### config.mk
export PLATFORM = sky130hd
export DESIGN_NAME = time_bracket_interpolation_factor_top
export DESIGN_NICKNAME = d
export VERILOG_FILES = /design/src/tbif_pkg.sv /design/src/tbif_ram.sv /design/src/tbif_front.sv /design/src/tbif_back.sv /design/src/time_bracket_interpolation_factor_top.sv
export SDC_FILE = /design/constraint.sdc
export NUM_CORES = 2
export LEC_CHECK = 0
export ABC_AREA = 1
export BUFFER_PORTS_ARGS = -buffer_cell sky130_fd_sc_hd__buf_4
export CORE_UTILIZATION = 40
export DETAILED_ROUTE_END_ITERATION = 8
export PLACE_DENSITY = 0.53
export SETUP_SLACK_MARGIN = 0.02
export SLEW_MARGIN = 20
export SYNTH_ARGS = -nofsm -noshare
export SYNTH_HDL_FRONTEND = slang
export SYNTH_SLANG_ARGS = --single-unit
### constraint.sdc
create_clock -name i_clk -period 15.25 [get_ports i_clk]
set_clock_uncertainty 0.15 [all_clocks]
set_input_delay 1.525 -clock i_clk [delete_from_list [all_inputs] [get_ports i_clk]]
set_output_delay 1.525 -clock i_clk [all_outputs]
set_load 0.005 [all_outputs]
### src/tbif_pkg.sv
`timescale 1ns / 1ps
`default_nettype none

package tbif_pkg;

    localparam int MAX_TIMES   = 64;
    localparam int IDX_W       = $clog2(MAX_TIMES);
    localparam int FRAC_BITS   = 16;
    localparam int FRAC_W      = FRAC_BITS + 1;
    localparam int TIME_W      = 32;
    localparam int CFG_W       = 7;
    localparam int QUEUE_DEPTH = 2;

    // 1.0 in the fraction format
    localparam logic [FRAC_W-1:0] FRAC_ONE = {1'b1, {FRAC_BITS{1'b0}}};

    typedef enum logic {
        OP_LOAD  = 1'b0,
        OP_QUERY = 1'b1
    } t_op;

    typedef struct packed {
        t_op                      operation;
        logic [IDX_W-1:0]         entry_index;
        logic signed [TIME_W-1:0] time_value;
    } t_in_item;

    typedef struct packed {
        logic [IDX_W-1:0]  lower_index;
        logic [IDX_W-1:0]  upper_index;
        logic [FRAC_W-1:0] fraction;
        logic              indices_changed;
    } t_out_item;

    // Head of the queue as seen by the back end
    typedef struct packed {
        logic             valid;
        t_in_item         item;
        logic [IDX_W-1:0] last_index;
    } t_queue_head;

endpackage

`default_nettype wire

### src/tbif_ram.sv
`timescale 1ns / 1ps
`default_nettype none

module tbif_ram #(
    parameter int WIDTH = 32,
    parameter int DEPTH = 64
) (
    input  wire logic                     i_clk,
    input  wire logic                     i_wr_en,
    input  wire logic [$clog2(DEPTH)-1:0] i_wr_addr,
    input  wire logic [WIDTH-1:0]         i_wr_data,
    input  wire logic [$clog2(DEPTH)-1:0] i_rd_addr,
    output logic      [WIDTH-1:0]         o_rd_data
);

    logic [WIDTH-1:0] r_mem [DEPTH];

    // Write one word, read one word with registered data
    always_ff @(posedge i_clk) begin
        if (i_wr_en) begin
            r_mem[i_wr_addr] <= i_wr_data;
        end
        o_rd_data <= r_mem[i_rd_addr];
    end

endmodule

`default_nettype wire

### src/tbif_front.sv
`timescale 1ns / 1ps
`default_nettype none

module tbif_front (
    input  wire logic                        i_clk,
    input  wire logic                        i_rst_n,
    input  wire logic                        start,
    output logic                             busy,
    input  wire tbif_pkg::t_in_item          i_item,
    input  wire logic                        i_cfg_valid,
    output logic                             o_cfg_ready,
    input  wire logic [tbif_pkg::CFG_W-1:0]  i_cfg_data,
    input  wire logic                        i_pop,
    output tbif_pkg::t_queue_head            o_head
);

    localparam int PTR_W = (tbif_pkg::QUEUE_DEPTH > 1) ? $clog2(tbif_pkg::QUEUE_DEPTH) : 1;
    localparam int CNT_W = $clog2(tbif_pkg::QUEUE_DEPTH + 1);

    tbif_pkg::t_in_item                r_q_item [tbif_pkg::QUEUE_DEPTH];
    logic [PTR_W-1:0]                  r_wr_ptr;
    logic [PTR_W-1:0]                  r_rd_ptr;
    logic [CNT_W-1:0]                  r_count;
    logic [tbif_pkg::CFG_W-1:0]        r_times_in_use;
    logic [tbif_pkg::IDX_W-1:0]        last_index;
    logic                              push;
    logic                              pop;

    assign busy        = (r_count == CNT_W'(tbif_pkg::QUEUE_DEPTH));
    assign push        = start && !busy;
    assign pop         = i_pop && (r_count != '0);
    assign o_cfg_ready = 1'b1;

    // Clamp the entry count to 1..MAX_TIMES and turn it into the last index
    always_comb begin
        if (r_times_in_use == '0) begin
            last_index = '0;
        end else if (r_times_in_use > tbif_pkg::CFG_W'(tbif_pkg::MAX_TIMES)) begin
            last_index = tbif_pkg::IDX_W'(tbif_pkg::MAX_TIMES - 1);
        end else begin
            last_index = tbif_pkg::IDX_W'(r_times_in_use - tbif_pkg::CFG_W'(1));
        end
    end

    // Present the oldest item with its clamped table bound
    always_comb begin
        o_head.valid      = (r_count != '0);
        o_head.item       = r_q_item[r_rd_ptr];
        o_head.last_index = last_index;
    end

    // Hold the entry count register
    always_ff @(posedge i_clk) begin
        if (!i_rst_n) begin
            r_times_in_use <= tbif_pkg::CFG_W'(1);
        end else if (i_cfg_valid && o_cfg_ready) begin
            r_times_in_use <= i_cfg_data;
        end
    end

    // Store accepted items
    always_ff @(posedge i_clk) begin
        if (push) begin
            r_q_item[r_wr_ptr] <= i_item;
        end
    end

    // Advance queue pointers and count
    always_ff @(posedge i_clk) begin
        if (!i_rst_n) begin
            r_wr_ptr <= '0;
            r_rd_ptr <= '0;
            r_count  <= '0;
        end else begin
            if (push) begin
                r_wr_ptr <= (r_wr_ptr == PTR_W'(tbif_pkg::QUEUE_DEPTH - 1)) ?
                            '0 : r_wr_ptr + PTR_W'(1);
            end
            if (pop) begin
                r_rd_ptr <= (r_rd_ptr == PTR_W'(tbif_pkg::QUEUE_DEPTH - 1)) ?
                            '0 : r_rd_ptr + PTR_W'(1);
            end
            if (push && !pop) begin
                r_count <= r_count + CNT_W'(1);
            end else if (pop && !push) begin
                r_count <= r_count - CNT_W'(1);
            end
        end
    end

endmodule

`default_nettype wire

### src/tbif_back.sv
`timescale 1ns / 1ps
`default_nettype none

module tbif_back (
    input  wire logic                  i_clk,
    input  wire logic                  i_rst_n,
    input  wire tbif_pkg::t_queue_head i_head,
    output logic                       o_pop,
    output logic                       o_strobe,
    output tbif_pkg::t_out_item        o_result
);

    localparam int IDX_W  = tbif_pkg::IDX_W;
    localparam int TIME_W = tbif_pkg::TIME_W;
    localparam int BIT_W  = (tbif_pkg::FRAC_BITS > 1) ? $clog2(tbif_pkg::FRAC_BITS) : 1;

    typedef enum logic [2:0] {
        S_IDLE,
        S_CHK0,
        S_WALK,
        S_SPAN,
        S_CMP,
        S_DIV,
        S_OUT
    } t_state;

    t_state                          r_state;
    logic signed [TIME_W-1:0]        r_time;
    logic signed [TIME_W-1:0]        r_lo;
    logic signed [TIME_W-1:0]        r_hi;
    logic [IDX_W-1:0]                r_i;
    logic [IDX_W-1:0]                r_last;
    logic signed [TIME_W:0]          r_num;
    logic signed [TIME_W:0]          r_den;
    logic [TIME_W:0]                 r_rem;
    logic [tbif_pkg::FRAC_BITS-1:0]  r_quo;
    logic [BIT_W-1:0]                r_bit;
    logic [IDX_W-1:0]                r_lower;
    logic [IDX_W-1:0]                r_upper;
    logic [tbif_pkg::FRAC_W-1:0]     r_frac;
    logic [IDX_W-1:0]                r_prev_lower;
    logic [IDX_W-1:0]                r_prev_upper;
    logic                            r_pair_valid;

    logic                            wr_en;
    logic [IDX_W-1:0]                rd_addr;
    logic [TIME_W-1:0]               rd_data;
    logic signed [TIME_W-1:0]        rd_time;
    logic signed [TIME_W:0]          span_num;
    logic signed [TIME_W:0]          span_den;
    logic [TIME_W+1:0]               div_shift;
    logic [TIME_W+1:0]               div_den;
    logic                            div_take;
    logic [TIME_W+1:0]               div_diff;
    logic [tbif_pkg::FRAC_BITS-1:0]  n_quo;

    // Pop whenever the back end is free; loads finish in the pop cycle
    assign o_pop   = (r_state == S_IDLE) && i_head.valid;
    assign wr_en   = o_pop && (i_head.item.operation == tbif_pkg::OP_LOAD);
    assign rd_time = $signed(rd_data);

    // Read address: first entry at pop, then the entry after the lower one
    always_comb begin
        case (r_state)
            S_IDLE:  rd_addr = '0;
            S_CHK0:  rd_addr = IDX_W'(1);
            S_WALK:  rd_addr = r_i + IDX_W'(2);
            default: rd_addr = '0;
        endcase
    end

    tbif_ram #(
        .WIDTH (TIME_W),
        .DEPTH (tbif_pkg::MAX_TIMES)
    ) u_ram (
        .i_clk     (i_clk),
        .i_wr_en   (wr_en),
        .i_wr_addr (i_head.item.entry_index),
        .i_wr_data (i_head.item.time_value),
        .i_rd_addr (rd_addr),
        .o_rd_data (rd_data)
    );

    // Span of the bracket and the query offset into it
    assign span_num = {r_time[TIME_W-1], r_time} - {r_lo[TIME_W-1], r_lo};
    assign span_den = {r_hi[TIME_W-1], r_hi} - {r_lo[TIME_W-1], r_lo};

    // One restoring division step
    assign div_shift = {r_rem, 1'b0};
    assign div_den   = {1'b0, r_den};
    assign div_take  = (div_shift >= div_den);
    assign div_diff  = div_shift - div_den;
    assign n_quo     = {r_quo[tbif_pkg::FRAC_BITS-2:0], div_take};

    // Sequence the query: first entry check, walk, span, range check, divide, result
    always_ff @(posedge i_clk) begin
        if (!i_rst_n) begin
            r_state      <= S_IDLE;
            o_strobe     <= 1'b0;
            r_prev_lower <= '0;
            r_prev_upper <= '0;
            r_pair_valid <= 1'b0;
        end else begin
            o_strobe <= 1'b0;
            case (r_state)
                S_IDLE: begin
                    if (o_pop && (i_head.item.operation == tbif_pkg::OP_QUERY)) begin
                        r_time  <= i_head.item.time_value;
                        r_last  <= i_head.last_index;
                        r_state <= S_CHK0;
                    end
                end
                S_CHK0: begin
                    if (r_time < rd_time) begin
                        r_lower <= '0;
                        r_upper <= '0;
                        r_frac  <= '0;
                        r_state <= S_OUT;
                    end else if (r_last == '0) begin
                        r_lower <= '0;
                        r_upper <= '0;
                        r_frac  <= tbif_pkg::FRAC_ONE;
                        r_state <= S_OUT;
                    end else begin
                        r_lo    <= rd_time;
                        r_i     <= '0;
                        r_state <= S_WALK;
                    end
                end
                S_WALK: begin
                    if (r_time <= rd_time) begin
                        r_hi    <= rd_time;
                        r_lower <= r_i;
                        r_upper <= r_i + IDX_W'(1);
                        r_state <= S_SPAN;
                    end else if (r_i + IDX_W'(1) == r_last) begin
                        r_lower <= r_last;
                        r_upper <= r_last;
                        r_frac  <= tbif_pkg::FRAC_ONE;
                        r_state <= S_OUT;
                    end else begin
                        r_lo <= rd_time;
                        r_i  <= r_i + IDX_W'(1);
                    end
                end
                S_SPAN: begin
                    r_num   <= span_num;
                    r_den   <= span_den;
                    r_state <= S_CMP;
                end
                S_CMP: begin
                    if ((r_den <= 0) || (r_num <= 0)) begin
                        r_frac  <= '0;
                        r_state <= S_OUT;
                    end else if (r_num >= r_den) begin
                        r_frac  <= tbif_pkg::FRAC_ONE;
                        r_state <= S_OUT;
                    end else begin
                        r_rem   <= r_num;
                        r_quo   <= '0;
                        r_bit   <= '0;
                        r_state <= S_DIV;
                    end
                end
                S_DIV: begin
                    r_rem <= div_take ? div_diff[TIME_W:0] : div_shift[TIME_W:0];
                    r_quo <= n_quo;
                    r_bit <= r_bit + BIT_W'(1);
                    if (r_bit == BIT_W'(tbif_pkg::FRAC_BITS - 1)) begin
                        r_frac  <= {1'b0, n_quo};
                        r_state <= S_OUT;
                    end
                end
                S_OUT: begin
                    o_strobe                 <= 1'b1;
                    o_result.lower_index     <= r_lower;
                    o_result.upper_index     <= r_upper;
                    o_result.fraction        <= r_frac;
                    o_result.indices_changed <= !r_pair_valid ||
                                                (r_lower != r_prev_lower) ||
                                                (r_upper != r_prev_upper);
                    r_prev_lower             <= r_lower;
                    r_prev_upper             <= r_upper;
                    r_pair_valid             <= 1'b1;
                    r_state                  <= S_IDLE;
                end
                default: begin
                    r_state <= S_IDLE;
                end
            endcase
        end
    end

endmodule

`default_nettype wire

### src/time_bracket_interpolation_factor_top.sv
`timescale 1ns / 1ps
`default_nettype none

// Channel   Direction  Handshake                  Payload
// item      in         start high, busy low       i_item (t_in_item)
// result    out        o_strobe, one cycle        o_result (t_out_item)
// config    in         i_cfg_valid, o_cfg_ready   i_cfg_data (entries in use)
//
// A load finishes in the back end in its pop cycle. A query ends after the
// first entry check when it lands before the first entry or the table holds
// one entry; else it walks the table through the single RAM read port, and
// when it finds a bracket it does the span and range check and then a
// bit-serial division when the fraction lies strictly inside it. Two items
// queue ahead of the back end; busy is high while that queue is full.
// Reset is synchronous and clears the queue, the sequencer and the previous
// pair; the table keeps its contents.
// A result is shown for one cycle and cannot be held off.
module time_bracket_interpolation_factor_top (
    input  wire logic                        i_clk,
    input  wire logic                        i_rst_n,
    input  wire logic                        start,
    output logic                             busy,
    input  wire tbif_pkg::t_in_item          i_item,
    output logic                             o_strobe,
    output tbif_pkg::t_out_item              o_result,
    input  wire logic                        i_cfg_valid,
    output logic                             o_cfg_ready,
    input  wire logic [tbif_pkg::CFG_W-1:0]  i_cfg_data
);

    tbif_pkg::t_queue_head head;
    logic                  pop;

    tbif_front u_front (
        .i_clk       (i_clk),
        .i_rst_n     (i_rst_n),
        .start       (start),
        .busy        (busy),
        .i_item      (i_item),
        .i_cfg_valid (i_cfg_valid),
        .o_cfg_ready (o_cfg_ready),
        .i_cfg_data  (i_cfg_data),
        .i_pop       (pop),
        .o_head      (head)
    );

    tbif_back u_back (
        .i_clk    (i_clk),
        .i_rst_n  (i_rst_n),
        .i_head   (head),
        .o_pop    (pop),
        .o_strobe (o_strobe),
        .o_result (o_result)
    );

endmodule

`default_nettype wire

==> results.py <==
metrics = {
    "routing": {
        "initialDrtViolationCount": 7660,
        "route.antenna.remaining_nets": 0,
        "wl_per_cell_microns": 25.3,
        "drt_pass1_iterations": 6,
        "via_per_inst": 5.50,
        "dr_total_vias": 68900,
        "detail_route.wirelength_mm": 316,
        "final_routed_drc_violation_total": 0,
    },
    "final_layout": {
        "design.final.nets": 9034,
        "area_delta_synth_final_pct": 12.9,
        "multi_input_area_sq_mm": 0.0279,
        "drive_above_1_share": 0.0975,
        "nFillCells": 23500,
        "register_area_sq_mm": 0.0736,
        "layout.cells.non_filler": 12500,
    },
    "timing": {
        "final_period_minus_worst_setup_slack_ns": 5.46,
        "setup-tns-final_ns": 0,
        "min_period_over_period": 0.358,
        "worst_pin_slew_ns": 1.19,
        "grt_setup_unrepaired": "false",
        "setup_viol_count_final": 0,
        "fmax_ghz": 0.183,
        "drv_slew": 0,
        "hold_viol_final": 0,
        "max-slew-margin-rel": 0.204,
    },
    "worst_setup_path": {
        "timing.critical_path.to_type": "register",
        "critPathArrivalTime_ns": 6.13,
        "crit_slowest_cell": "sky130_fd_sc_hd__buf_4",
        "worst_setup_path_start_kind": "register",
        "crit_top_cell": "sky130_fd_sc_hd__nand2_1",
        "critPathKind": "reg2reg",
        "crit_path_cell_trace": "inv_2 > nor3_4 > nand2_1 > nand2_8 > buf_12 > buf_4 > buf_4 > nand2_1 > o211ai_1 > o21ai_1 > o211ai_1 > nand3_1 > nand3_1 > nand2_1",
        "critPathMaxStageDelay_ns": 0.79,
        "worst-path-max-fanout": 158,
        "critical_path_required_ns": 15.92,
    },
    "global_routing": {
        "antenna_found_initial": 15,
        "grt_use_total": 0.236,
        "grt_start_max_net_pins": 207,
        "grt-ovfl-total": 0,
        "number_of_global_route_vias_before_repair": 66300,
        "grt_first_pass_wirelength_mm": 458,
    },
    "place": {
        "dpl.cell_count": 12000,
        "place_hpwl_mm": 171,
        "io_buffers": 81,
        "gp_routability_congestion": 0.859,
    },
    "logic_synthesis": {
        "yosys.cell_count.top_type": "sky130_fd_sc_hd__edfxtp_1",
        "post-synth-top-area-cell": "sky130_fd_sc_hd__edfxtp_1",
        "post_synth_main_area_contributors": "sky130_fd_sc_hd__edfxtp_1 69%, sky130_fd_sc_hd__nand2_1 6.8%, sky130_fd_sc_hd__nand3_1 5.2%",
        "most_common_library_cells_after_synthesis": "2411 x sky130_fd_sc_hd__edfxtp_1, 1900 x sky130_fd_sc_hd__nand2_1, 1090 x sky130_fd_sc_hd__nand3_1",
        "synth_fp_nets": 8979,
        "most_instantiated_flip_flop_cell_in_the_synthesis_netlist": "sky130_fd_sc_hd__edfxtp_1",
        "yosys_register_bits": 2472,
        "synth_area_per_inst_sq_um": 12.0,
        "synth_cells": 8759,
        "synth-edff-count": 2411,
        "synth-async-reset-ratio": 0,
        "yosys.area.top_type_share": 0.691,
        "netlist_area_sq_mm": 0.105,
        "netlist-cell-type-count": 53,
        "synth.yosys.warnings": 0,
        "ys_seq_area_frac": 0.703,
    },
    "clocking": {
        "ctsHoldBuffers": 0,
        "cts.reportedPaths.clkPinSlew_ns": 0.06,
        "post_cts.repair.setup_buffers": 0,
        "cts_made_buffers": 288,
        "cts-resized-gates": 0,
        "later_pin_clock_latency_in_the_skew_report_ns": 0.95,
        "cts_root_buf": "sky130_fd_sc_hd__clkbuf_16",
        "cts-root-to-sink-buffers": 4,
        "htreeDepth": 5,
        "clock_sinks": 2472,
        "tritoncts_clock_tree": "done",
    },
    "power_and_ir_drop": {
        "share_of_total_power_in_combinational_logic": 0.244,
        "sequentialPowerShare": 0.431,
        "sw_frac_of_total": 0.332,
        "clkPwrFrac": 0.325,
        "power_density_mw_per_mm2": 169,
        "power.switching_uw": 6650,
        "peakVddDrop_mv": 0.139,
        "power_leakage_uw": 0.0412,
        "internal_pwr_total_uw": 13400,
    },
    "floorplan": {
        "fp.dieArea_sq_mm": 0.264,
        "pin_count": 83,
        "floorplan.rows": 187,
        "initial_utilization": 0.403,
        "design.core.area_sq_mm": 0.260,
        "dieWidth_microns": 514,
        "floorplan.die.height_microns": 514,
    },
    "run_status": {
        "outcome": "finished, final reports clean",
    },
    "min_path": {
        "worst_hold_path_class": "reg2reg",
    },
    "run": {
        "drv_cap": 0,
    },
}
[worst paths after layout]
path	startpoint	to	slack (ns)	depth (start not counted)
setup / recovery	u_back.r_state[1]	u_back.u_ram.o_rd_data[18]	9.79	14
hold / removal	u_back.r_frac[12]	u_back.o_result[13]	0.27	0
setup reg to reg	u_back.r_state[1]	u_back.u_ram.o_rd_data[18]	9.79	14
hold reg to reg	u_back.r_frac[12]	u_back.o_result[13]	0.27	0
[logic make-up after synthesis]
group | count (synthesis) | synth area share
other | 1 | 0.0000358
buffers and inverters | 927 | 0.0369
and+or+nand+nor | 3831 | 0.156
muxes | 32 | 0.00344
xor gates and xnor gates | 91 | 0.00761
adders and majority gates | 170 | 0.0205
AOI/OAI and AO/OA | 1235 | 0.0729
DFF | 2472 | 0.703
[area by class of cell]
cell class              instances  share of cell area
flip-flops and latches       2472               0.622
multi-input cells            5360               0.236
clock buffers                 360              0.0650
well taps                    3496              0.0370
repair buffers                239              0.0161
inverters                     453              0.0147
clock inverters               131             0.00888
diodes                          7            0.000148
[per-layer routing]
| metal | vias up | track usage | routed length, microns |
|---|---|---|---|
| met4 | 0 | 0.0838 | 11700 |
| li1 | 31500 | - | - |
| met1 | 34300 | 0.335 | 138000 |
| met2 | 2591 | 0.369 | 143000 |
| met3 | 505 | 0.0351 | 23600 |
| met5 | - | 0 | 0 |
[worst max-delay path, delay by kind of cell, from the launching register on]
kind | cells | cell delay, ns
and+or+nand+nor | 7 | 2.10
AOI/OAI and AO/OA | 3 | 0.38
DFF | 1 | 0.37
buffers and inverters | 4 | 2.18
[power by group through the flow]
stage	Combinational (uW)	Clock (uW)	Sequential, uW
final	4880	6510	8640
after global routing	5330	6850	8650
after CTS	4870	6620	8640
after detailed placement	4860	0	8780
after global placement	4810	0	8770
after floorplan	3010	0	8600
[metrics by stage]
stage	total power, uW	util	hold WS [ns]	setup slack [ns]	cell area (sq um)
after floorplan	11600	-	0.250	6.46	105000
after global placement	13600	0.421	0.252	9.86	110000
after detailed placement	13600	0.421	0.255	9.77	110000
after CTS	20100	0.455	0.269	9.81	118000
after global routing	20800	0.455	0.274	9.48	118000
final	20000	0.455	0.268	9.79	118000
[sequential cells by signal, indices dropped and copies added (netlist names), 3 cells and up, named ones only]
name / cells
u_back.r_time: 32
u_back.r_lo: 32
u_back.r_prev_lower: 6
u_back.r_last: 6
u_back.r_hi: 32
u_front.r_times_in_use: 7
u_back.r_upper: 6
u_back.r_quo: 15
u_back.r_state: 3
u_back.r_i: 6
u_back.r_lower: 6
u_back.r_bit: 4
u_back.r_frac: 17
u_back.o_result: 30
u_back.r_num: 33
u_back.u_ram.r_mem: 2048
u_back.r_prev_upper: 6
u_back.u_ram.o_rd_data: 32
u_back.r_rem: 33
u_front.r_q_item: 78
u_back.r_den: 33
[placed cells by master (no fill, tap or decap), drive strengths merged, types with 19 or more instances in the layout]
master	netlist	layout
xor2	59	59
nand4	24	24
xnor2	32	32
clkinv	1	105
or2	129	129
o21ai	502	502
nor3	27	27
edfxtp	2411	2411
nor2	614	614
a21o	19	19
ha	167	167
buf	275	239
nand3	1090	1090
dfxtp	61	61
nand3b	31	31
mux2	32	32
o211ai	492	492
inv	452	459
o21bai	22	22
nand2	1902	1902
clkbuf	199	360
a21oi	149	149
(Power assumes the default switching activity.)
